## src/rtl/bcci_pkg.sv

```systemverilog
// Shared types, curve tables and constants for the battery charge interpolator.
`timescale 1ns / 1ps

package bcci_pkg;

    localparam int VoltW   = 13;
    localparam int ChargeW = 8;
    localparam int SegW    = 3;
    localparam int DeltaW  = 8;
    localparam int PctW    = 7;
    localparam int DpW     = 5;
    localparam int ShiftW  = 3;
    localparam int NumW    = 17;
    localparam int QuotW   = 12;
    localparam int ProdW   = 35;

    // floor(n / 25) == (n * DIV_MULT) >> DIV_SHIFT for every n below 2^17
    localparam int DIV_SHIFT = 22;
    localparam logic [17:0] DIV_MULT = 18'd167773;

    localparam logic [ChargeW-1:0] FULL_CHARGE = 8'd200;

    localparam logic [VoltW-1:0] LI_TOP     = 13'd3000;
    localparam logic [VoltW-1:0] LI_BOTTOM  = 13'd2500;
    localparam logic [VoltW-1:0] NI_TOP     = 13'd2900;
    localparam logic [VoltW-1:0] NI_BOTTOM  = 13'd2000;

    // One curve segment: upper end v1, span d, percent p1 at v1, percent drop dp.
    // base = 4*p1*d + d; result = (base - 4*delta*dp) / (2*d), 2*d = 25 << shift.
    typedef struct packed {
        logic [VoltW-1:0]  v1;
        logic [DpW-1:0]    dp;
        logic [ShiftW-1:0] shift;
        logic [NumW-1:0]   base;
    } seg_t;

    typedef struct packed {
        logic              full;
        logic              empty;
        logic              lith;
        logic [SegW-1:0]   seg;
        logic [DeltaW-1:0] delta;
    } loc_t;

    typedef struct packed {
        logic              full;
        logic              empty;
        logic [ShiftW-1:0] shift;
        logic [NumW-1:0]   num;
    } num_t;

    typedef struct packed {
        logic              full;
        logic              empty;
        logic [ShiftW-1:0] shift;
        logic [QuotW-1:0]  quot;
    } quot_t;

    function automatic seg_t make_seg(input int v1, input int d, input int p1,
                                      input int dp, input int shift);
        seg_t s;
        s.v1    = VoltW'(v1);
        s.dp    = DpW'(dp);
        s.shift = ShiftW'(shift);
        s.base  = NumW'(4 * p1 * d + d);
        return s;
    endfunction

    // Unused lithium slot has v1 = 0 so it never wins the segment count.
    function automatic seg_t seg_lookup(input logic lith, input logic [SegW-1:0] idx);
        seg_t s;
        s = make_seg(0, 0, 0, 0, 0);
        if (lith)
        begin
            unique case (idx)
                3'd0:    s = make_seg(3000,  50, 100, 10, 2);
                3'd1:    s = make_seg(2950,  50,  90, 10, 2);
                3'd2:    s = make_seg(2900,  50,  80, 20, 2);
                3'd3:    s = make_seg(2850,  50,  60, 20, 2);
                3'd4:    s = make_seg(2800,  50,  40, 20, 2);
                3'd5:    s = make_seg(2750,  50,  20, 10, 2);
                3'd6:    s = make_seg(2700, 200,  10, 10, 4);
                default: s = make_seg(0, 0, 0, 0, 0);
            endcase
        end
        else
        begin
            unique case (idx)
                3'd0:    s = make_seg(2900, 200, 100, 10, 4);
                3'd1:    s = make_seg(2700, 100,  90, 10, 3);
                3'd2:    s = make_seg(2600, 100,  80, 15, 3);
                3'd3:    s = make_seg(2500, 100,  65, 15, 3);
                3'd4:    s = make_seg(2400, 100,  50, 20, 3);
                3'd5:    s = make_seg(2300, 100,  30, 18, 3);
                3'd6:    s = make_seg(2200, 100,  12,  9, 3);
                default: s = make_seg(2100, 100,   3,  3, 3);
            endcase
        end
        return s;
    endfunction

endpackage

```

## src/rtl/bcci_locate.sv

```systemverilog
// Stage 1: range check, segment search and distance below the segment top.
`timescale 1ns / 1ps

module bcci_locate
(
    input  logic                       clk,
    input  logic                       rst_n,
    input  logic                       in_valid,
    output logic                       in_ready,
    input  logic [bcci_pkg::VoltW-1:0] voltage,
    input  logic                       lith,
    output logic                       out_valid,
    input  logic                       out_ready,
    output bcci_pkg::loc_t             out_beat
);

    logic           valid_reg;
    bcci_pkg::loc_t beat_reg;
    bcci_pkg::loc_t beat_next;

    always_comb
    begin
        logic [bcci_pkg::SegW-1:0] cnt;
        bcci_pkg::seg_t            hit;
        cnt = '0;
        // segment index = number of inner breakpoints still above the voltage
        for (int j = 1; j < 8; j++)
        begin
            cnt = cnt + bcci_pkg::SegW'(voltage <
                  bcci_pkg::seg_lookup(lith, bcci_pkg::SegW'(j)).v1);
        end
        hit = bcci_pkg::seg_lookup(lith, cnt);
        beat_next.lith  = lith;
        beat_next.seg   = cnt;
        beat_next.delta = bcci_pkg::DeltaW'(hit.v1 - voltage);
        beat_next.full  = lith ? (voltage >= bcci_pkg::LI_TOP)
                               : (voltage >= bcci_pkg::NI_TOP);
        beat_next.empty = lith ? (voltage <= bcci_pkg::LI_BOTTOM)
                               : (voltage <= bcci_pkg::NI_BOTTOM);
    end

    assign in_ready = !valid_reg || out_ready;

    always_ff @(posedge clk or negedge rst_n)
    begin
        if (!rst_n)
        begin
            valid_reg <= 1'b0;
        end
        else if (in_ready)
        begin
            valid_reg <= in_valid;
        end
    end

    always_ff @(posedge clk)
    begin
        if (in_valid && in_ready)
        begin
            beat_reg <= beat_next;
        end
    end

    assign out_valid = valid_reg;
    assign out_beat  = beat_reg;

endmodule

```

## src/rtl/bcci_scale.sv

```systemverilog
// Stages 2 and 3: interpolation numerator, then division by 25 via reciprocal.
`timescale 1ns / 1ps

module bcci_scale
(
    input  logic            clk,
    input  logic            rst_n,
    input  logic            in_valid,
    output logic            in_ready,
    input  bcci_pkg::loc_t  in_beat,
    output logic            out_valid,
    input  logic            out_ready,
    output bcci_pkg::quot_t out_beat
);

    logic            num_valid_reg;
    bcci_pkg::num_t  num_reg;
    bcci_pkg::num_t  num_next;
    logic            num_ready;
    logic            quot_valid_reg;
    bcci_pkg::quot_t quot_reg;
    bcci_pkg::quot_t quot_next;

    always_comb
    begin
        bcci_pkg::seg_t                s;
        logic [bcci_pkg::NumW-5:0]     prod;
        s    = bcci_pkg::seg_lookup(in_beat.lith, in_beat.seg);
        prod = bcci_pkg::DeltaW'(in_beat.delta) * (bcci_pkg::NumW-4)'(s.dp);
        num_next.full  = in_beat.full;
        num_next.empty = in_beat.empty;
        num_next.shift = s.shift;
        num_next.num   = s.base - {prod, 2'b00};
    end

    always_comb
    begin
        logic [bcci_pkg::ProdW-1:0] mult;
        mult = bcci_pkg::ProdW'(num_reg.num) * bcci_pkg::ProdW'(bcci_pkg::DIV_MULT);
        quot_next.full  = num_reg.full;
        quot_next.empty = num_reg.empty;
        quot_next.shift = num_reg.shift;
        quot_next.quot  = mult[bcci_pkg::DIV_SHIFT +: bcci_pkg::QuotW];
    end

    assign num_ready = !quot_valid_reg || out_ready;
    assign in_ready  = !num_valid_reg || num_ready;

    always_ff @(posedge clk or negedge rst_n)
    begin
        if (!rst_n)
        begin
            num_valid_reg  <= 1'b0;
            quot_valid_reg <= 1'b0;
        end
        else
        begin
            if (in_ready)
            begin
                num_valid_reg <= in_valid;
            end
            if (num_ready)
            begin
                quot_valid_reg <= num_valid_reg;
            end
        end
    end

    always_ff @(posedge clk)
    begin
        if (in_valid && in_ready)
        begin
            num_reg <= num_next;
        end
        if (num_valid_reg && num_ready)
        begin
            quot_reg <= quot_next;
        end
    end

    assign out_valid = quot_valid_reg;
    assign out_beat  = quot_reg;

endmodule

```

## src/rtl/battery_charge_curve_interpolator_top.sv

```systemverilog
// Battery charge curve interpolator: top level with config register and output stage.
`timescale 1ns / 1ps

// Maps a battery voltage (mV) to remaining charge in half-percent units (0..200)
// by linear interpolation over a fixed lithium curve (cfg_data = 1, reset value)
// or a NiMH curve on doubled cell voltage (cfg_data = 0), rounded half up.
// Takes one beat per clock when m_axis is not stalled; each result passes through
// four pipeline registers (segment search, numerator, reciprocal multiply, final
// shift and clamp). Backpressure on m_axis stalls the pipeline stage by stage,
// bubbles are squeezed out. Write cfg only while idle.

module battery_charge_curve_interpolator_top
(
    input  logic        clk,
    input  logic        rst_n,
    input  logic        cfg_valid,
    output logic        cfg_ready,
    input  logic        cfg_data,          // battery_is_lithium
    input  logic        s_axis_tvalid,
    output logic        s_axis_tready,
    input  logic [15:0] s_axis_tdata,      // [12:0] voltage_mv, [15:13] zero
    output logic        m_axis_tvalid,
    input  logic        m_axis_tready,
    output logic [7:0]  m_axis_tdata       // [7:0] charge_half_percent
);

    logic                            lith_reg;
    logic                            loc_valid;
    logic                            loc_ready;
    bcci_pkg::loc_t                  loc_beat;
    logic                            quot_valid;
    logic                            quot_ready;
    bcci_pkg::quot_t                 quot_beat;
    logic                            out_valid_reg;
    logic [bcci_pkg::ChargeW-1:0]    charge_reg;
    logic [bcci_pkg::ChargeW-1:0]    charge_next;

    assign cfg_ready = 1'b1;

    always_ff @(posedge clk or negedge rst_n)
    begin
        if (!rst_n)
        begin
            lith_reg <= 1'b1;
        end
        else if (cfg_valid && cfg_ready)
        begin
            lith_reg <= cfg_data;
        end
    end

    bcci_locate u_locate
    (
        .clk       (clk),
        .rst_n     (rst_n),
        .in_valid  (s_axis_tvalid),
        .in_ready  (s_axis_tready),
        .voltage   (s_axis_tdata[bcci_pkg::VoltW-1:0]),
        .lith      (lith_reg),
        .out_valid (loc_valid),
        .out_ready (loc_ready),
        .out_beat  (loc_beat)
    );

    bcci_scale u_scale
    (
        .clk       (clk),
        .rst_n     (rst_n),
        .in_valid  (loc_valid),
        .in_ready  (loc_ready),
        .in_beat   (loc_beat),
        .out_valid (quot_valid),
        .out_ready (quot_ready),
        .out_beat  (quot_beat)
    );

    always_comb
    begin
        logic [bcci_pkg::QuotW-1:0] shifted;
        shifted = quot_beat.quot >> quot_beat.shift;
        priority if (quot_beat.full)
        begin
            charge_next = bcci_pkg::FULL_CHARGE;
        end
        else if (quot_beat.empty)
        begin
            charge_next = '0;
        end
        else
        begin
            charge_next = shifted[bcci_pkg::ChargeW-1:0];
        end
    end

    assign quot_ready = !out_valid_reg || m_axis_tready;

    always_ff @(posedge clk or negedge rst_n)
    begin
        if (!rst_n)
        begin
            out_valid_reg <= 1'b0;
        end
        else if (quot_ready)
        begin
            out_valid_reg <= quot_valid;
        end
    end

    always_ff @(posedge clk)
    begin
        if (quot_valid && quot_ready)
        begin
            charge_reg <= charge_next;
        end
    end

    assign m_axis_tvalid = out_valid_reg;
    assign m_axis_tdata  = charge_reg;

endmodule

```

## config.mk

```make
export PLATFORM = sky130hd
export DESIGN_NAME = battery_charge_curve_interpolator_top
export DESIGN_NICKNAME = d
export VERILOG_FILES = /design/src/rtl/bcci_pkg.sv /design/src/rtl/bcci_locate.sv /design/src/rtl/bcci_scale.sv /design/src/rtl/battery_charge_curve_interpolator_top.sv
export SDC_FILE = /design/constraint.sdc
export NUM_CORES = 1
export LEC_CHECK = 0
export BUFFER_PORTS_ARGS = -buffer_cell sky130_fd_sc_hd__buf_2
export CORE_ASPECT_RATIO = 1.1
export CORE_MARGIN = 4
export CORE_UTILIZATION = 45
export CTS_CLUSTER_SIZE = 10
export DETAILED_ROUTE_END_ITERATION = 10
export GPL_TIMING_DRIVEN = 0
export PLACE_DENSITY = 0.69
export REMOVE_ABC_BUFFERS = 1
export SLEW_MARGIN = 20
export SYNTH_ARGS = -nofsm -noshare
export SYNTH_HDL_FRONTEND = slang
export SYNTH_HIERARCHICAL = 1
export SYNTH_SLANG_ARGS = --single-unit
```

## constraint.sdc

```tcl
create_clock -name clk -period 8.9 [get_ports clk]
set_clock_uncertainty 0.2 [all_clocks]
set_input_delay 1.78 -clock clk [delete_from_list [all_inputs] [get_ports clk]]
set_output_delay 1.78 -clock clk [all_outputs]
set_load 0.01 [all_outputs]
```

==> results of run 1 <==
## how the worst max path moves through the flow
stage	endpoint	slack, ps	cells past startpoint
after detailed placement	u_locate/out_beat[6]	1270	24
after floorplan	u_locate/out_beat[6]	1960	25
after CTS	u_locate/out_beat[6]	1600	24
after global routing	u_locate/out_beat[6]	1250	26
after global placement	u_locate/out_beat[6]	1380	26
final	u_locate/out_beat[6]	1600	26
## layout by cell type, fill, tap and decap left out, drive strengths merged, types with 10 or more instances in the layout
master  instances
inv           211
ha            199
fa            124
edfxtp         60
nor2           52
nand2          49
a21oi          44
o21ai          32
buf            28
and2           27
xnor2          27
nor3           21
nor2b          19
nand3          18
nand2b         18
a21o           15
mux2i          13
xor2           10
a211oi         10
## critical path, cell delays in order
cell      delay (ps)
buf_2            140
inv_1            140
ha_1             190
inv_1             50
a21o_1           140
a21oi_1          160
o21ai_0          110
a221oi_1         420
fa_1             230
inv_1             60
fa_1             530
inv_1             60
fa_1             430
fa_1             600
inv_1             90
ha_1             300
nor2_1           140
nor2_1            40
nor4_1           230
a21oi_1           70
ha_1             360
nor2b_1          150
o21ai_1          160
a21boi_1         120
or4b_1           480
nand4_1           90
## through the flow
| step | utilization (%) | setup WS, ps | cell area, µm² | hold slack, ps | instances |
|---|---|---|---|---|---|
| floorplan | - | 1960 | 10700 | 200 | 1066 |
| global placement | 47.3 | 1380 | 11200 | 202 | 1399 |
| detailed placement | 47.3 | 1270 | 11200 | 208 | 1399 |
| CTS | 48.5 | 1600 | 11500 | 226 | 1415 |
| global route | 48.5 | 1250 | 11500 | 235 | 1415 |
| finish | 48.5 | 1600 | 11500 | 230 | 1415 |
## kinds of logic (layout without fill, tap and decap cells)
logic type / count (synthesis) / in the layout
muxes: 21 / 21
DFF: 65 / 65
other: 1 / 1
AOI/OAI and AO/OA: 168 / 168
adders and majority gates: 323 / 323
xor gates and xnor gates: 37 / 37
buffers and inverters: 235 / 255
and+or+nand+nor: 240 / 240
## per-layer routing
| metal | global-route usage [%] | vias up | share of wire [%] |
|---|---|---|---|
| li1 | - | 3720 | - |
| met1 | 22.0 | 3727 | 44 |
| met2 | 30.9 | 133 | 50 |
| met3 | 2.88 | 31 | 3.3 |
| met4 | 4.53 | 0 | 2.2 |
| met5 | 0 | - | 0 |
## cell type report
cell class,count,area (µm²)
timing repair buffer,28,140
sequential,65,1930
fill,2216,12200
inverter,211,793
clock buffer,9,225
multi-input combinational,790,7970
clock inverter,7,56.3
tap,305,382
==> flow_metrics.tcl, run 1 <==
set metrics [dict create \
    layout_min_cycle_time_ps 7300 \
    clock_latency_ps 330 \
    synth-async-reset-ratio_pct 7.69 \
    cap_violations 0 \
    clk_pin_slew_ps 60 \
    cts_tree "built" \
    slew_viol_final 0 \
    min_from "u_locate/out_beat[12]" \
    vias 7611 \
    reg2reg_setup_slack_ps 2010 \
    post_cts_buffers 0 \
    grt_use_total_pct 17.4 \
    synth_compound_area_share_pct 10.4 \
    largest_reg_flops 21 \
    setup_viol 0 \
    fin_nets 1450 \
    drtIter0Drc 427 \
    fmax_mhz 137 \
    r2r_cells 23 \
    syn-cell-area_um2 10800 \
    htree_levels 3 \
    rows 59 \
    drive_gt1_share_pct 5.14 \
    synth_edf_count 60 \
    ctsHoldBuffers 0 \
    grt_pass1_wl_um 37900 \
    synth_fa_ha_area_share_pct 46.0 \
    fin_tns_setup_ps 0 \
    cts.sinks 65 \
    drc 0 \
    synth_mux_area_share_pct 2.80 \
    ys_types 75 \
    dpl.hpwl_um 18300 \
    ys_warn_count 6 \
    cp-start-kind "primary input" \
    syn_to_final_growth_pct 6.22 \
    detail-route-antenna-nets 0 \
    synthCells 1090 \
    drt-total-wl_um 22000 \
    synth_sequential_area_ratio_pct 17.8 \
    period_share_pct 82.1 \
    yosys.cell_count.top_type "inv_1" \
    ios 33 \
    r2r_start "lith_reg" \
    synth_top_family_by_area "adder cells" \
    synth-simple-area-share_pct 11.5 \
    cts_max_path_buffers 2 \
    status "complete, no violations" \
    ys_top_cells_by_count "inv_1 (210), ha_1 (199), fa_1 (124)" \
    synth_top_area_cell "ha_1" \
    tightest_slew_ps 870 \
    finalHoldViolations 0 \
    yosys.area_share.xor_xnor_pct 3.00 \
    grt_max_degree 30 \
    ys_ff_latch 65 \
    hold_path.class "reg -> reg" \
    portBuffers 28 \
    grt_pass1_vias 8144 \
    routedWlPerCell_um 15.6 \
    ctsResizeCount 0 \
    min_to "u_scale/num_reg[20]" \
    arrival_ps 7300 \
    worstSetupEndpointType "flop" \
    syn_avg_cell_area_um2 9.92 \
    critPathRequiredTime_ps 8890 \
    numCtsBuffers 9 \
    initial_utilization_pct 45.6 \
    yosys_most_used_dff "edfxtp_1" \
    grt_overflow 0 \
    crit_start "s_axis_tdata[2]" \
    place_congestion 0.889 \
    dr.pass1.iters 5 \
    rsz0062_at_grt "no" \
    viasPerCell 5.38 \
    chipWidth_um 156 \
    coreArea_um2 23700 \
    synth_top_area_share_pct 23.0 \
    antenna_found_initial 0 \
    die-area_um2 26600 \
    crit_type "in -> reg" \
    whs_path_depth 0 \
    ys_top_cells_by_area "ha_1 (23%), fa_1 (23%), edfxtp_1 (17%)" \
    slew_headroom_pct 42.0 \
    antenna-diode-count 0 \
    clockRootBuffer "clkbuf_16" \
    die_height_um 171 \
    crit_fanout 9 \
    timing.rr.end "u_locate/out_beat[6]" \
]
Power of run 1 is left out: the tool's default activity adds up to more than one toggle a clock period on the data nets, which glitch-free logic cannot reach.
==> inputs of run 2 (changes only) <==
--- a/config.mk
+++ b/config.mk
@@ -12,7 +12,7 @@
 export CTS_CLUSTER_SIZE = 10
 export DETAILED_ROUTE_END_ITERATION = 10
 export GPL_TIMING_DRIVEN = 0
-export PLACE_DENSITY = 0.69
+export PLACE_DENSITY = 0.71
 export REMOVE_ABC_BUFFERS = 1
 export SLEW_MARGIN = 20
 export SYNTH_ARGS = -nofsm -noshare
==> constraint.sdc (replaced) <==
create_clock -name clk -period 6.1 [get_ports clk]
set_clock_uncertainty 0.2 [all_clocks]
set_input_delay 1.22 -clock clk [delete_from_list [all_inputs] [get_ports clk]]
set_output_delay 1.22 -clock clk [all_outputs]
set_load 0.01 [all_outputs]
==> flow_metrics.tcl, run 2 (same netlist as run 1, synthesis figures left out) <==
set metrics [dict create \
    status "complete, no violations" \
    portBuffers 28 \
    numCtsBuffers 9 \
    hold_path.class "reg -> reg" \
    htree_levels 3 \
    dp_worst_setup_slack_ps -970 \
    clock_latency_ps 330 \
    crit_chain "buf_8 > ha_4 > nand3_2 > nand2_2 > a31oi_1 > o21a_1 > fa_1 > inv_2 > fa_1 > inv_2 > fa_2 > fa_2 > inv_2 > ha_4 > nor2_2 > nor2_1 > nor4_2 > a21oi_1 > ha_1 > nor2b_4 > o21ai_2 > a21boi_2 > or4b_1 > nand4_1" \
    drc 0 \
    slew_headroom_pct 42.7 \
    cp_slowest_cell "fa_2" \
    place_congestion 0.891 \
    path_delay_family "adder cells" \
    rsz0062_at_grt "yes" \
    setup_viol 0 \
    detail-route-antenna-nets 0 \
    syn_to_final_growth_pct 16.1 \
    routedWlPerCell_um 16.0 \
    crit_type "in -> reg" \
    cp-start-kind "primary input" \
    dr.pass1.iters 5 \
    cap_violations 0 \
    largest_reg_flops 21 \
    cts_tree "built" \
    slew_viol_final 0 \
    grt_pass1_vias 8294 \
    ctsHoldBuffers 0 \
    cts.sinks 65 \
    finalHoldViolations 0 \
    layout_commonest_cell "inv_1" \
    wl_met2_um 12200 \
    placed_area_um2 11200 \
    clockRootBuffer "clkbuf_16" \
    crit_buf_inv 4 \
    drive_gt1_share_pct 16.4 \
    fmax_mhz 164 \
    crit_fanout 5 \
    antenna-diode-count 0 \
    layout_min_cycle_time_ps 6090 \
    cts_max_path_buffers 2 \
    fin_nets 1519 \
    drtIter0Drc 428 \
    mostFrequentLayoutCells "inv_1 (204), ha_1 (182), fa_1 (119), buf_4 (66), edfxtp_1 (60)" \
    ios 33 \
    antenna_found_initial 0 \
    coreArea_um2 23700 \
    grt_use_total_pct 18.3 \
    drt-total-wl_um 23700 \
    vias 8024 \
    design_area_um2 12600 \
    dr_wl_met3_um 902 \
    rows 59 \
    dr.max_layer_used "met4" \
    crit_top_cell "inv_2" \
    period_share_pct 99.8 \
    die-area_um2 26600 \
    viasPerCell 5.41 \
    arrival_ps 6080 \
    initial_utilization_pct 45.6 \
    die_height_um 171 \
    worstSetupEndpointType "flop" \
    met1Wirelength_um 10000 \
    tightest_slew_ps 859 \
    chipWidth_um 156 \
    critPathRequiredTime_ps 6090 \
    max_stage_delay_ps 640 \
    dpl.hpwl_um 17800 \
    grt_overflow 0 \
    clk_pin_slew_ps 70 \
    layout_setup_ws_ps 9.66 \
    grt_pass1_wl_um 39700 \
    grt_max_degree 22 \
]
run 2: cell count changes in the layout (fill, tap and decap cells not counted), moves of 5 or more:
cell	delta
a21oi_1	-5
ha_1	-17
inv_1	-6
fa_2	+5
ha_4	+15
fa_1	-5
buf_4	+66
nor2_1	-5
run 2: worst register-to-register path: cells and delay by family, from the launching register on:
kind            cells  cell delay, ps
fa+ha+maj           7            2890
compound gates      6             710
simple gates        6            1020
buf+inv             4             390
flops               1             640
run 2: cell type report:
class / instances / area, µm²
tap: 305 / 382
multi-input combinational: 790 / 8440
inverter: 211 / 802
fill: 2045 / 11100
timing repair buffer: 97 / 693
sequential: 65 / 1930
clock inverter: 7 / 85.1
clock buffer: 9 / 225
run 2: metrics by stage:
step           util, %  TNS, ps  hold slack [ps]  std cells
2_1_floorplan        -     -370              200       1066
3_3_place_gp      47.3    -5330              203       1399
3_5_place_dp      47.3    -6880              209       1399
4_1_cts           51.0    -15.1              211       1461
5_1_grt           53.0     -535              211       1484
6_report          53.0        0              211       1484
run 2: path summary, 6_finish.rpt:
| path | to | cells after the start | slack [ps] | start |
|---|---|---|---|---|
| setup / recovery | u_locate/out_beat[6] | 24 | 10 | s_axis_tdata[3] |
| hold / removal | u_scale/num_reg[21] | 0 | 210 | u_locate/out_beat[13] |
| setup reg to reg | u_locate/out_beat[6] | 23 | 90 | lith_reg |
| hold reg to reg | u_scale/num_reg[21] | 0 | 210 | u_locate/out_beat[13] |
| max in group asynchronous | lith_reg | 1 | 4990 | rst_n |
| min in group asynchronous | m_axis_tvalid | 1 | 490 | rst_n |
run 2: metal layers:
layer	up-vias	global-route usage (%)
li1	3860	-
met1	3962	23.3
met2	162	32.6
met3	40	2.91
met4	0	4.83
met5	-	0
run 2: what timing repair did:
action	in CTS	in global routing
buffers inserted	46	25
resized for setup	51	53
setup endpoints to repair	16	15
pin swaps	20	36
gates cloned	0	0
Power of run 2 is left out for the same reason.
==> inputs of run 3 (changes only) <==
--- a/config.mk
+++ b/config.mk
@@ -5,10 +5,12 @@
 export SDC_FILE = /design/constraint.sdc
 export NUM_CORES = 1
 export LEC_CHECK = 0
+export ABC_AREA = 1
 export BUFFER_PORTS_ARGS = -buffer_cell sky130_fd_sc_hd__buf_2
 export CORE_ASPECT_RATIO = 1.1
 export CORE_MARGIN = 4
 export CORE_UTILIZATION = 45
+export CTS_CLUSTER_DIAMETER = 60
 export CTS_CLUSTER_SIZE = 10
 export DETAILED_ROUTE_END_ITERATION = 10
 export GPL_TIMING_DRIVEN = 0
==> flow_metrics.tcl, run 3 <==
set metrics [dict create \
    detail-route-antenna-nets 0 \
    largest_reg_flops 21 \
    drt-total-wl_um 25900 \
    drive_gt1_share_pct 9.27 \
    cts_tree "built" \
    grt_overflow 0 \
    portBuffers 28 \
    arrival_ps 5800 \
    synth_top_area_share_pct 21.2 \
    ys_top_cells_by_count "inv_1 (326), nand2_1 (319), ha_1 (199)" \
    mostFrequentLayoutCells "inv_1 (321), nand2_1 (314), ha_1 (188), fa_1 (122), nor2_1 (114)" \
    status "complete, no violations" \
    drtIter0Drc 617 \
    placed_cells 1842 \
    viasPerCell 5.07 \
    slew_viol_final 0 \
    ys_ff_latch 65 \
    syn-cell-area_um2 11700 \
    clockRootBuffer "clkbuf_16" \
    path_delay_family "adder cells" \
    worstSetupEndpointType "flop" \
    crit_buf_inv 8 \
    crit_fanout 6 \
    synth_top_area_cell "ha_1" \
    ios 33 \
    ys_warn_count 6 \
    cts_max_path_buffers 2 \
    fin_cells 1877 \
    vias 9518 \
    cts.sinks 65 \
    grt_max_degree 23 \
    initial_utilization_pct 46.0 \
    yosys.cell_count.top_type "inv_1" \
    dr.max_layer_used "met4" \
    place_congestion 0.900 \
    grt_use_total_pct 18.4 \
    layout_min_cycle_time_ps 5910 \
    clock_latency_ps 340 \
    ys_types 48 \
    yosys_most_used_dff "edfxtp_1" \
    syn_avg_cell_area_um2 7.94 \
    cp-start-kind "primary input" \
    finalHoldViolations 0 \
    slew_headroom_pct 45.6 \
    grt_pass1_vias 9523 \
    synth_edf_count 60 \
    antenna-diode-count 0 \
    met1Wirelength_um 11100 \
    hold_path.class "reg -> reg" \
    fin_tns_setup_ps 0 \
    grt_pass1_wl_um 43400 \
    cap_violations 0 \
    layout_commonest_cell "inv_1" \
    die-area_um2 28700 \
    dr.pass1.iters 5 \
    reg2reg_setup_slack_ps 260 \
    routedWlPerCell_um 13.8 \
    dr_wl_met3_um 990 \
    antenna_found_initial 0 \
    synth-async-reset-ratio_pct 7.69 \
    fmax_mhz 169 \
    placed_area_um2 12200 \
    tightest_slew_ps 816 \
    synth_sequential_area_ratio_pct 16.4 \
    drc 0 \
    setup_viol 0 \
    fin_nets 1871 \
    die_height_um 177 \
    period_share_pct 96.8 \
    wl_met2_um 13100 \
    chipWidth_um 162 \
    dpl.hpwl_um 21800 \
    critPathRequiredTime_ps 6000 \
    crit_type "in -> reg" \
    design_area_um2 13000 \
    max_stage_delay_ps 570 \
    ys_top_cells_by_area "ha_1 (21%), fa_1 (21%), edfxtp_1 (15%)" \
    coreArea_um2 25500 \
    syn_to_final_growth_pct 10.6 \
    synthCells 1477 \
    numCtsBuffers 9 \
    cp_slowest_cell "fa_2" \
    htree_levels 3 \
    clk_pin_slew_ps 60 \
    rows 61 \
]
[run 3: cell count changes after synthesis, moves of 17 or more]
cell      previous run  this run
nor2b_1             19         0
nand2_1             48       319
a21oi_1             43        71
nand2b_1            17         0
inv_1              210       326
xnor2_1             27        10
nor2_1              52       121
nand3_1             18        82
and2_1              27         0
[run 3: path summary, 6_finish.rpt]
check                                         start               endpoint  cells past startpoint
worst min-delay path            u_scale/num_reg[17]   u_scale/out_beat[12]                      0
worst min register to register  u_scale/num_reg[17]   u_scale/out_beat[12]                      0
worst max-delay path                s_axis_tdata[8]   u_locate/out_beat[6]                     27
max in group asynchronous                     rst_n               lith_reg                      1
min in group asynchronous                     rst_n  u_scale/num_valid_reg                      1
worst max register to register             lith_reg   u_locate/out_beat[6]                     27
[run 3: metrics by stage]
stage | setup WS, ps | hold WS, ps | util (%)
2_1_floorplan | 31.2 | 200 | -
4_1_cts | 10.3 | 220 | 49.6
5_1_grt | -44.8 | 226 | 50.9
6_report | 193 | 216 | 50.9
3_3_place_gp | -529 | 202 | 47.9
3_5_place_dp | -565 | 207 | 48.0
[run 3: what timing repair did]
action | 4_1_cts | 5_1_grt
resized for setup | 11 | 54
pin swaps | 7 | 25
endpoints found under the setup margin | 5 | 9
setup buffers | 6 | 13
hold buffers | 0 | 0
[run 3: kinds of logic after synthesis]
logic type      after synthesis  synth area share, %
flops                        65                 16.4
other cells                   1               0.0320
buf+inv                     344                 11.4
mux                           1               0.0960
xor+xnor                     29                 2.17
fa+ha+maj                   323                 42.4
simple gates                578                 20.9
compound gates              136                 6.59
[run 3: layer usage]
metal / vias up / global-route usage [%]
li1: 4768 / -
met1: 4487 / 22.9
met2: 217 / 33.1
met3: 46 / 2.23
met4: 0 / 5.89
met5: - / 0
[run 3: layout make-up]
class / count / area (µm²)
clock inverter: 7 / 95.1
sequential: 65 / 1930
clock buffer: 9 / 225
multi-input combinational: 1068 / 8720
tap: 346 / 433
timing repair buffer: 48 / 313
inverter: 334 / 1260
fill: 2392 / 12500
[run 3: worst reg2reg max path, stage by stage, from the launching register on]
cell	delay (ps)
dfstp_4	790
inv_6	150
ha_4	300
inv_1	40
nor2_2	110
nand4_1	100
nor2_1	140
nor2_2	70
fa_1	530
inv_1	50
fa_1	530
inv_1	50
fa_2	330
fa_2	570
inv_2	70
ha_2	180
inv_2	100
nor2_2	60
nor2_2	170
nand3_4	110
a31oi_4	200
ha_4	230
buf_4	130
nand2_1	50
inv_1	40
nand4_1	60
nand3_1	90
xor2_1	140
Power of run 3 is left out for the same reason.
